--- src/hw/rtl/mrdp_pkg.sv ---
// ----------------------------------------------------------------------------
// mrdp_pkg
// Shared types and constants of the marker displacement patcher.
// ----------------------------------------------------------------------------
package mrdp_pkg;

    // bytes held back while a marker may still be forming
    localparam int WIN_DEPTH  = 8;

    // command queue between matcher and serialiser
    localparam int CMDQ_DEPTH = 4;
    localparam int CMDQ_AW    = 2;

    // configuration register indexes
    typedef logic [1:0] t_cfg_idx;
    localparam t_cfg_idx CFG_WIDTH_CODE = 2'd0;
    localparam t_cfg_idx CFG_MARKER     = 2'd1;
    localparam t_cfg_idx CFG_TARGET     = 2'd2;

    // One command: a run of 1..8 output bytes. The first rep_n bytes come
    // from the displacement, the rest from the window snapshot.
    typedef struct packed {
        logic [WIN_DEPTH-1:0][7:0] bytes;
        logic [63:0]               disp;
        logic [2:0]                end_idx;   // index of the final byte of the run
        logic [3:0]                rep_n;     // replaced byte count, 0 or marker length
        logic                      last;      // run closes the buffer
    } t_cmd;

endpackage

--- src/hw/rtl/mrdp_front.sv ---
// ----------------------------------------------------------------------------
// mrdp_front
// Matcher: holds the pending byte window, takes input beats, decides hit,
// miss or flush and hands at most one byte-run command per cycle to the queue while it is not full.
// ----------------------------------------------------------------------------
module mrdp_front #(
    parameter int OFFSET_BITS = 32
) (
    input  logic                 i_clk,
    input  logic                 i_rst_n,
    input  logic [1:0]           i_width_code,
    input  logic [63:0]          i_marker,
    input  logic [31:0]          i_target,
    input  logic                 i_in_valid,
    output logic                 o_in_ready,
    input  logic [7:0]           i_data_byte,
    input  logic                 i_last,
    input  logic                 i_q_full,
    output logic                 o_push,
    output mrdp_pkg::t_cmd       o_cmd
);

    logic [mrdp_pkg::WIN_DEPTH-1:0][7:0] r_win;
    logic [3:0]                          r_cnt;
    logic [OFFSET_BITS-1:0]              r_pos;
    logic                                r_iter;   // window still needs a step
    logic                                r_flush;  // last beat seen, flush owed

    logic                                accept;
    logic                                go;
    logic [3:0]                          len;
    logic [mrdp_pkg::WIN_DEPTH-1:0][7:0] w;
    logic [3:0]                          wcnt;
    logic                                wlast;
    logic                                iter;
    logic                                hit_ok;
    logic                                hit;
    logic [3:0]                          drop;
    logic [3:0]                          rem;
    logic                                flush;
    logic [mrdp_pkg::WIN_DEPTH-1:0][7:0] n_win;

    assign len        = 4'd1 << i_width_code;
    assign o_in_ready = !r_iter && !i_q_full;
    assign accept     = i_in_valid && o_in_ready;
    assign go         = accept || (r_iter && !i_q_full);

    // working window: stored bytes plus the incoming beat
    always_comb begin
        for (int i = 0; i < mrdp_pkg::WIN_DEPTH; i++) begin
            w[i] = (accept && (r_cnt[2:0] == 3'(i))) ? i_data_byte : r_win[i];
        end
    end

    assign wcnt  = accept ? (r_cnt + 4'd1) : r_cnt;
    assign wlast = accept ? i_last : r_flush;
    assign iter  = (wcnt >= len);

    // compare the front of the window against the marker
    always_comb begin
        hit_ok = 1'b1;
        for (int i = 0; i < mrdp_pkg::WIN_DEPTH; i++) begin
            if ((4'(i) < len) && (w[i] != i_marker[8*i +: 8])) begin
                hit_ok = 1'b0;
            end
        end
    end

    assign hit   = iter && hit_ok;
    assign drop  = !iter ? 4'd0 : (hit ? len : 4'd1);
    assign rem   = wcnt - drop;
    assign flush = wlast && (rem < len);

    // drop the consumed bytes from the front
    always_comb begin
        if (!iter) begin
            n_win = w;
        end else if (!hit) begin
            n_win = w >> 8;
        end else begin
            case (i_width_code)
                2'd0:    n_win = w >> 8;
                2'd1:    n_win = w >> 16;
                2'd2:    n_win = w >> 32;
                default: n_win = '0;
            endcase
        end
    end

    // command towards the serialiser
    always_comb begin
        o_push        = go && (iter || flush);
        o_cmd.bytes   = w;
        o_cmd.disp    = 64'(i_target) - (64'(r_pos) + 64'(len));
        o_cmd.end_idx = flush ? 3'(wcnt - 4'd1) : 3'(drop - 4'd1);
        o_cmd.rep_n   = hit ? len : 4'd0;
        o_cmd.last    = flush;
    end

    // window control and byte position
    always_ff @(posedge i_clk) begin
        if (!i_rst_n) begin
            r_cnt   <= '0;
            r_pos   <= '0;
            r_iter  <= 1'b0;
            r_flush <= 1'b0;
        end else if (go) begin
            r_cnt   <= flush ? 4'd0 : rem;
            r_pos   <= flush ? '0 : (r_pos + OFFSET_BITS'(drop));
            r_iter  <= !flush && (rem >= len);
            r_flush <= wlast && !flush;
        end
    end

    // window bytes
    always_ff @(posedge i_clk) begin
        if (go) begin
            r_win <= n_win;
        end
    end

endmodule

--- src/hw/rtl/mrdp_cmdq.sv ---
// ----------------------------------------------------------------------------
// mrdp_cmdq
// Short command FIFO decoupling the matcher from the byte serialiser.
// ----------------------------------------------------------------------------
module mrdp_cmdq (
    input  logic           i_clk,
    input  logic           i_rst_n,
    input  logic           i_push,
    input  mrdp_pkg::t_cmd i_cmd,
    output logic           o_full,
    output logic           o_valid,
    output mrdp_pkg::t_cmd o_cmd,
    input  logic           i_pop
);

    localparam int CW = mrdp_pkg::CMDQ_AW + 1;

    mrdp_pkg::t_cmd                  r_mem [mrdp_pkg::CMDQ_DEPTH];
    logic [mrdp_pkg::CMDQ_AW-1:0]    r_wp;
    logic [mrdp_pkg::CMDQ_AW-1:0]    r_rp;
    logic [CW-1:0]                   r_cnt;
    logic                            push_ok;
    logic                            pop_ok;

    assign o_full  = (r_cnt == CW'(mrdp_pkg::CMDQ_DEPTH));
    assign o_valid = (r_cnt != '0);
    assign o_cmd   = r_mem[r_rp];
    assign push_ok = i_push && !o_full;
    assign pop_ok  = i_pop && o_valid;

    // pointers and fill level
    always_ff @(posedge i_clk) begin
        if (!i_rst_n) begin
            r_wp  <= '0;
            r_rp  <= '0;
            r_cnt <= '0;
        end else begin
            if (push_ok) begin
                r_wp <= r_wp + 1'b1;
            end
            if (pop_ok) begin
                r_rp <= r_rp + 1'b1;
            end
            case ({push_ok, pop_ok})
                2'b10:   r_cnt <= r_cnt + 1'b1;
                2'b01:   r_cnt <= r_cnt - 1'b1;
                default: r_cnt <= r_cnt;
            endcase
        end
    end

    // storage
    always_ff @(posedge i_clk) begin
        if (push_ok) begin
            r_mem[r_wp] <= i_cmd;
        end
    end

endmodule

--- src/hw/rtl/mrdp_back.sv ---
// ----------------------------------------------------------------------------
// mrdp_back
// Serialiser: unpacks each command into single output beats, substituting
// displacement bytes, behind a registered output stage.
// ----------------------------------------------------------------------------
module mrdp_back (
    input  logic           i_clk,
    input  logic           i_rst_n,
    input  logic           i_q_valid,
    input  mrdp_pkg::t_cmd i_q_cmd,
    output logic           o_q_pop,
    output logic           o_out_valid,
    input  logic           i_out_ready,
    output logic [7:0]     o_out_byte,
    output logic           o_out_last,
    output logic           o_replaced
);

    logic                                r_bv;
    logic [mrdp_pkg::WIN_DEPTH-1:0][7:0] r_buf;
    logic [2:0]                          r_idx;
    logic [2:0]                          r_end;
    logic [3:0]                          r_rep;
    logic                                r_last;

    logic                                r_ovalid;
    logic [7:0]                          r_obyte;
    logic                                r_olast;
    logic                                r_orep;

    logic                                out_load;
    logic                                buf_done;
    logic [mrdp_pkg::WIN_DEPTH-1:0][7:0] ld;

    assign out_load = r_bv && (!r_ovalid || i_out_ready);
    assign buf_done = out_load && (r_idx == r_end);
    assign o_q_pop  = i_q_valid && (!r_bv || buf_done);

    // displacement bytes replace the front of the run
    always_comb begin
        for (int i = 0; i < mrdp_pkg::WIN_DEPTH; i++) begin
            ld[i] = (4'(i) < i_q_cmd.rep_n) ? i_q_cmd.disp[8*i +: 8] : i_q_cmd.bytes[i];
        end
    end

    // control
    always_ff @(posedge i_clk) begin
        if (!i_rst_n) begin
            r_bv     <= 1'b0;
            r_ovalid <= 1'b0;
        end else begin
            if (o_q_pop) begin
                r_bv <= 1'b1;
            end else if (buf_done) begin
                r_bv <= 1'b0;
            end
            if (out_load) begin
                r_ovalid <= 1'b1;
            end else if (i_out_ready) begin
                r_ovalid <= 1'b0;
            end
        end
    end

    // run buffer: load a command or shift one byte out
    always_ff @(posedge i_clk) begin
        if (o_q_pop) begin
            r_buf  <= ld;
            r_idx  <= '0;
            r_end  <= i_q_cmd.end_idx;
            r_rep  <= i_q_cmd.rep_n;
            r_last <= i_q_cmd.last;
        end else if (out_load) begin
            r_buf  <= r_buf >> 8;
            r_idx  <= r_idx + 1'b1;
        end
    end

    // output stage
    always_ff @(posedge i_clk) begin
        if (out_load) begin
            r_obyte <= r_buf[0];
            r_orep  <= ({1'b0, r_idx} < r_rep);
            r_olast <= r_last && (r_idx == r_end);
        end
    end

    assign o_out_valid = r_ovalid;
    assign o_out_byte  = r_obyte;
    assign o_out_last  = r_olast;
    assign o_replaced  = r_orep;

endmodule

--- src/hw/rtl/marker_relative_displacement_patch_top.sv ---
// ----------------------------------------------------------------------------
// marker_relative_displacement_patch_top
// Finds copies of a 1/2/4/8 byte marker in a byte stream and overwrites each
// with the little-endian displacement to a configured target offset.
//
// Channel   Direction  Handshake                  Payload
// input     in         i_in_valid / o_in_ready    i_data_byte, i_last
// output    out        o_out_valid / i_out_ready  o_out_byte, o_out_last, o_replaced
// config    in         i_cfg_we (write only)      i_cfg_idx, i_cfg_wdata
//
// One input beat per cycle sustained, one output beat per cycle, while the output
// is not stalled; the serialiser's single output port sets that figure. After a
// marker width change the window may need further steps, with input ready low.
// A completed run's command passes the queue entry, run buffer and output register
// before output valid rises. Synchronous active-low reset; no clearing pass. A
// four-entry command queue lets the matcher keep taking beats while the output
// side is stalled; input ready drops when that queue is full or a window step is owed.
// ----------------------------------------------------------------------------
module marker_relative_displacement_patch_top #(
    parameter int OFFSET_BITS = 32
) (
    input  logic                 i_clk,
    input  logic                 i_rst_n,
    // configuration
    input  logic                 i_cfg_we,
    input  mrdp_pkg::t_cfg_idx   i_cfg_idx,
    input  logic [63:0]          i_cfg_wdata,
    // input stream
    input  logic                 i_in_valid,
    output logic                 o_in_ready,
    input  logic [7:0]           i_data_byte,
    input  logic                 i_last,
    // output stream
    output logic                 o_out_valid,
    input  logic                 i_out_ready,
    output logic [7:0]           o_out_byte,
    output logic                 o_out_last,
    output logic                 o_replaced
);

    logic [1:0]     r_width_code;
    logic [63:0]    r_marker;
    logic [31:0]    r_target;

    logic           q_push;
    logic           q_full;
    logic           q_valid;
    logic           q_pop;
    mrdp_pkg::t_cmd f_cmd;
    mrdp_pkg::t_cmd q_cmd;

    // configuration registers
    always_ff @(posedge i_clk) begin
        if (!i_rst_n) begin
            r_width_code <= 2'd2;
            r_marker     <= '0;
            r_target     <= '0;
        end else if (i_cfg_we) begin
            unique case (i_cfg_idx)
                mrdp_pkg::CFG_WIDTH_CODE: r_width_code <= i_cfg_wdata[1:0];
                mrdp_pkg::CFG_MARKER:     r_marker     <= i_cfg_wdata;
                mrdp_pkg::CFG_TARGET:     r_target     <= i_cfg_wdata[31:0];
                default: ;
            endcase
        end
    end

    // matcher
    mrdp_front #(
        .OFFSET_BITS (OFFSET_BITS)
    ) u_front (
        .i_clk        (i_clk),
        .i_rst_n      (i_rst_n),
        .i_width_code (r_width_code),
        .i_marker     (r_marker),
        .i_target     (r_target),
        .i_in_valid   (i_in_valid),
        .o_in_ready   (o_in_ready),
        .i_data_byte  (i_data_byte),
        .i_last       (i_last),
        .i_q_full     (q_full),
        .o_push       (q_push),
        .o_cmd        (f_cmd)
    );

    // command queue
    mrdp_cmdq u_cmdq (
        .i_clk   (i_clk),
        .i_rst_n (i_rst_n),
        .i_push  (q_push),
        .i_cmd   (f_cmd),
        .o_full  (q_full),
        .o_valid (q_valid),
        .o_cmd   (q_cmd),
        .i_pop   (q_pop)
    );

    // serialiser
    mrdp_back u_back (
        .i_clk       (i_clk),
        .i_rst_n     (i_rst_n),
        .i_q_valid   (q_valid),
        .i_q_cmd     (q_cmd),
        .o_q_pop     (q_pop),
        .o_out_valid (o_out_valid),
        .i_out_ready (i_out_ready),
        .o_out_byte  (o_out_byte),
        .o_out_last  (o_out_last),
        .o_replaced  (o_replaced)
    );

endmodule
--- config.mk ---
export PLATFORM = sky130hd
export DESIGN_NAME = marker_relative_displacement_patch_top
export DESIGN_NICKNAME = d
export VERILOG_FILES = /design/src/hw/rtl/mrdp_pkg.sv /design/src/hw/rtl/mrdp_front.sv /design/src/hw/rtl/mrdp_cmdq.sv /design/src/hw/rtl/mrdp_back.sv /design/src/hw/rtl/marker_relative_displacement_patch_top.sv
export SDC_FILE = /design/constraint.sdc
export NUM_CORES = 1
export LEC_CHECK = 0
export ABC_AREA = 1
export BUFFER_PORTS_ARGS = -buffer_cell sky130_fd_sc_hd__buf_2
export CORE_ASPECT_RATIO = 0.6
export CORE_MARGIN = 2
export CORE_UTILIZATION = 55
export DETAILED_ROUTE_END_ITERATION = 10
export GPL_ROUTABILITY_DRIVEN = 0
export GPL_TIMING_DRIVEN = 0
export MAX_ROUTING_LAYER = met4
export PLACE_DENSITY_LB_ADDON = 0.12
export SYNTH_ARGS = -nofsm -noshare
export SYNTH_HDL_FRONTEND = slang
export SYNTH_SLANG_ARGS = --single-unit
--- constraint.sdc ---
create_clock -name i_clk -period 13.65 [get_ports i_clk]
set_input_delay 2.73 -clock i_clk [delete_from_list [all_inputs] [get_ports i_clk]]
set_output_delay 2.73 -clock i_clk [all_outputs]
set_load 0.01 [all_outputs]
### After elaboration in Yosys (flattened, before gate mapping)

Memory sizes are Yosys's and may differ from the RTL's. A register that Yosys moved wholly into a read port is not among the register bits.
Cells that the tools add are included.
W data, S select, Z words.

* logic and storage cells: 188
* output and inout bits: 12
* register bits: 294
* memories kept: 1
* input port bits: 80
* memory bits (writable): 544

* $add $sub $neg: 12
* shift operators: 1
* $lt $le $gt $ge: 20
* reductions and logical operators: 50
* mux-type cells: 46
* eq/ne operators: 23

Memory list
* u_cmdq.r_mem: words 4, width 136, rd ports 1, clocked after Yosys merged registers in 1, wr ports 1, line mrdp_cmdq.sv:18 `mrdp_pkg::t_cmd r_mem [mrdp_pkg::CMDQ_DEPTH];`

Operator list (count)
* $mux W64: 4
* $pmux W56 S3: 1
* $mux W8: 16
* $ne A8 B8 Y1: 8
* $sub A32 B64 Y64: 1
* $add A32 B4 Y33: 1
* $add A32 B4 Y32: 1
* $lt A3 B4 Y1 const A: 8
* $mux W32: 1
* $logic_and A1 B1 Y1: 30
* $mux W4: 5
* $lt A1 B4 Y1 const A: 4
* $lt A2 B4 Y1 const A: 4
* $eq A3 B3 Y1 const B: 5
* $mux W1: 15
* $sub A3 B1 Y3 const B: 3
* $ge A4 B4 Y1: 2
* $reduce_bool A2 Y1: 4
* $add A3 B1 Y3 const B: 2
* $eq A2 B1 Y1 const B: 3
* $eq A2 B2 Y1 const B: 3
* $eq A3 B2 Y1 const B: 2
* $pmux W3 S2: 1
* $reduce_and A2 Y1: 3
* 15 further kinds: 25

### Logic depth before layout (Yosys ltp)

* depth in word-level cells: 27
* depth in mapped cells: 43
* depth with buffers taken out: 43

### Modules after synthesis

A second synthesis with hierarchy kept.

* cell total of the unflattened synthesis: 4377
* area total of the unflattened synthesis: 40627.7 sq um

By module, submodules not included
* mrdp_cmdq: instances 1, seq. area each 16515.8 sq um, cells each 1384, area each 20503.4 sq um
* mrdp_front: instances 1, seq. area each 2682.6 sq um, cells each 1846, area each 11607.4 sq um
* mrdp_back: instances 1, seq. area each 2562.5 sq um, cells each 524, area each 4504.3 sq um
* marker_relative_displacement_patch_top: instances 1, seq. area each 1961.9 sq um, cells each 623, area each 4012.6 sq um

### Worst setup path before layout

Ideal clock, no wire load.

* path kind: input-to-reg
* start point: input i_in_valid
* end point: memory u_cmdq.r_mem[2][0] (netlist bit), enable pin
* path buffers: 2
* required time: 13.018 ns
* stages: 35
* data arrival time: 13.225 ns
* library setup time: 0.632 ns
* slack: -0.206 ns
* cell sequence: buf_6 -> nand2_1 -> nor4_1 -> xnor2_1 -> inv_1 -> ha_1 -> nand2_1 -> inv_1 -> nand3_1 -> o2111ai_1 -> nand2_1 -> nor2_1 -> nand3_1 -> nor2_1 -> nand2_1 -> inv_1 -> nand2_2 -> buf_2 -> nor2_1 -> inv_1 -> ha_1 -> nand2_1 -> nor2_1 -> a211oi_1 -> xnor2_1 -> nand4_1 -> and2_1 -> ha_1 -> nand2_1 -> inv_1 -> a221oi_1 -> inv_1 -> nor2_1 -> o21ai_1 -> nor2_1

RTL lines
* from (decl): line marker_relative_displacement_patch_top.sv:29 `input logic i_in_valid,`
* to (decl): line mrdp_cmdq.sv:18

==> impl_metrics.env <==
export IMPL_tightest_slew_ns=1.39
export IMPL_cts_tree="built"
export IMPL_slew_violations=0
export IMPL_vias_per_cell=6.19
export IMPL_setup_viol=0
export IMPL_clkSinkCount=840
export IMPL_min_path_type="reg -> reg"
export IMPL_grt_usage=0.360
export IMPL_h_tree_depth=3
export IMPL_syn_inst=3946
export IMPL_syn_avg_cell_area_sq_um=9.86
export IMPL_rows=75
export IMPL_syn_area_sq_mm=0.0389
export IMPL_post_route_min_period_ns=10.85
export IMPL_max_slew_margin=0.0731
export IMPL_grt_pass1_vias=27900
export IMPL_cpMostUsedCell="nor2_1"
export IMPL_required_ns=13.98
export IMPL_rsz0062_at_grt="no"
export IMPL_insertion_delay_ns=0.66
export IMPL_grt_overflow=0
export IMPL_dieArea_sq_mm=0.0730
export IMPL_synthArstFlopShare=0
export IMPL_first_pass_iters=7
export IMPL_critical_path_max_stage_delay_ns=1.04
export IMPL_grt_max_degree=65
export IMPL_die_w_microns=347
export IMPL_total_power_uw=10900
export IMPL_hold_viol=0
export IMPL_synth_ff_type="edfxtp_1"
export IMPL_cts_hold_buffers=0
export IMPL_vdd_drop_max_uv=174
export IMPL_io_buffers=91
export IMPL_startpoint_type="input pin"
export IMPL_fin_crit_sh=0.795
export IMPL_grt_first_pass_wirelength_microns=186000
export IMPL_final_common_cell="nand2_1"
export IMPL_synth_cell_types=57
export IMPL_die_h_microns=210
export IMPL_start_util=0.557
export IMPL_dp_cells=4986
export IMPL_final_cell_mix="nand2_1 (714), edfxtp_1 (690), o21ai_0 (457)"
export IMPL_fin_nets=4293
export IMPL_cts_buffers=78
export IMPL_cp_end_kind="flip-flop"
export IMPL_fin_util=0.624
export IMPL_finalNonFillerCells=5131
export IMPL_antenna_left=0
export IMPL_wl_microns=130000
export IMPL_fillerInstances=5694
export IMPL_grt_antenna_before_repair=8
export IMPL_status="complete, no violations"
export IMPL_cts_resized=0
export IMPL_synthesis_nets=4097
export IMPL_synth_edf_count=690
export IMPL_fmax_ghz=0.0922
export IMPL_finalClockSkew_ns=0.0232
export IMPL_seq_area_sq_mm=0.0237
export IMPL_ys_seq_area_frac=0.610
export IMPL_core_area_sq_mm=0.0699
export IMPL_root_buffer="clkbuf_16"
export IMPL_drc_errors=0
export IMPL_powerDensity_mw_per_mm2=250
export IMPL_max_cap_violations=0
export IMPL_yosysWarnings=0
export IMPL_clockBufferDepth=3
export IMPL_crit_path_top_delay_cell="nor2_1"
export IMPL_hold_ws_ns=0.418
export IMPL_dr_first_iter_drc_count=5740
export IMPL_wl_per_cell_microns=25.2
export IMPL_clk_pin_slew_ns=0.06
export IMPL_dp_hpwl_microns=95700
export IMPL_multi_input_area_sq_mm=0.0130
export IMPL_postCtsSetupBuffers=0
export IMPL_worstPathArrival_ns=11.18
export IMPL_critPathMaxFanout=29
export IMPL_ios=92
export IMPL_p_leak_uw=0.0165
export IMPL_via_count=31700
export IMPL_ys_seq_elements=840
export IMPL_syn2layout_area_growth_pct=12.2
export IMPL_drive_gt1_frac=0.0749
export IMPL_setup_tns_ns=0
export IMPL_worst_setup_path_type="in -> reg"
stage by stage:
step / setup WS [ns] / cell area, sq um
3_5_place_dp: 2.39 / 41100
4_1_cts: 3.07 / 43700
5_1_grt: 2.39 / 43700
2_1_floorplan: -0.206 / 38900
3_3_place_gp: -6.70 / 40500
6_report: 2.80 / 43700
sequential cells by signal, summed over array words and instances (netlist names), named ones only:
| signal | flops |
|---|---|
| r_marker | 64 |
| u_front.r_flush | 1 |
| u_back.r_rep | 4 |
| u_cmdq.r_mem | 544 |
| u_cmdq.r_rp | 2 |
| u_front.r_pos | 32 |
| r_target | 32 |
| u_back.o_out_last | 1 |
| r_width_code | 2 |
| u_front.r_win | 64 |
| u_back.r_idx | 3 |
| u_cmdq.r_cnt | 3 |
| u_cmdq.r_wp | 2 |
| u_back.r_bv | 1 |
| u_back.r_end | 3 |
| u_back.r_last | 1 |
| u_back.o_replaced | 1 |
| u_back.r_buf | 64 |
| u_back.o_out_byte | 8 |
| u_front.r_iter | 1 |
| u_front.r_cnt | 4 |
| u_back.o_out_valid | 1 |
worst paths after layout:
kind                                startpoint                              to  depth (start not counted)  slack, ns
setup reg to reg  r_width_code[1]$_SDFFE_PN1P_   u_cmdq.r_mem[0][75]$_DFFE_PP_                         38       3.57
setup / recovery                    i_in_valid   u_cmdq.r_mem[0][75]$_DFFE_PP_                         37       2.80
hold reg to reg      u_back.r_buf[5]$_DFFE_PP_  u_back.o_out_byte[5]$_DFFE_PP_                          0       0.42
hold / removal       u_back.r_buf[5]$_DFFE_PP_  u_back.o_out_byte[5]$_DFFE_PP_                          0       0.42
kinds of logic after synthesis:
| family | Yosys count | synth area share |
|---|---|---|
| AOI/OAI and AO/OA | 994 | 0.146 |
| xor gates and xnor gates | 79 | 0.0178 |
| adders and majority gates | 71 | 0.0238 |
| buffers and inverters | 578 | 0.0579 |
| DFF | 840 | 0.610 |
| and+or+nand+nor | 1384 | 0.145 |
synth_stat cells (29+ instances only):
library cell  count  area [sq um]
o221ai_1         50           438
o22ai_1         133           832
clkbuf_1        156           586
nor3_1           31           155
a31oi_1          29           181
nor2_1          457          1720
o211ai_1         46           345
o21ai_0         457          2290
a21oi_1         203          1020
edfxtp_1        690         20700
nand4_1          33           206
inv_1           368          1380
ha_1             66           826
dfxtp_1         150          3000
nand2_1         715          2680
nand3_1         110           551
xor2_1           59           517
report_power, final:
group          internal, uW  switching [uW]
sequential             3910             181
combinational          1130            3460
clock                  1220             996
total                  6260            4640
metal layers:
metal,GRT usage,wire (microns)
met4,0.0718,3000
met2,0.455,49600
met3,0.127,21700
met1,0.552,55200
met5,-,0
critical path, delay by kind of cell:
family                     cells  cell delay [ns]
AOI/OAI and AO/OA              6             2.27
xor gates and xnor gates       1             0.20
adders and majority gates      3             0.93
buffers and inverters         11             1.78
and+or+nand+nor               16             3.18
layout make-up:
type                       count  area share
sequential                   840       0.543
multi-input combinational   2528       0.297
clock buffer                  94      0.0473
inverter                     386      0.0332
tap                          924      0.0265
timing repair buffer         116      0.0226
buffer                       192      0.0184
clock inverter                50      0.0111
antenna                        1   0.0000573
Power figures use the tool's default switching activity.
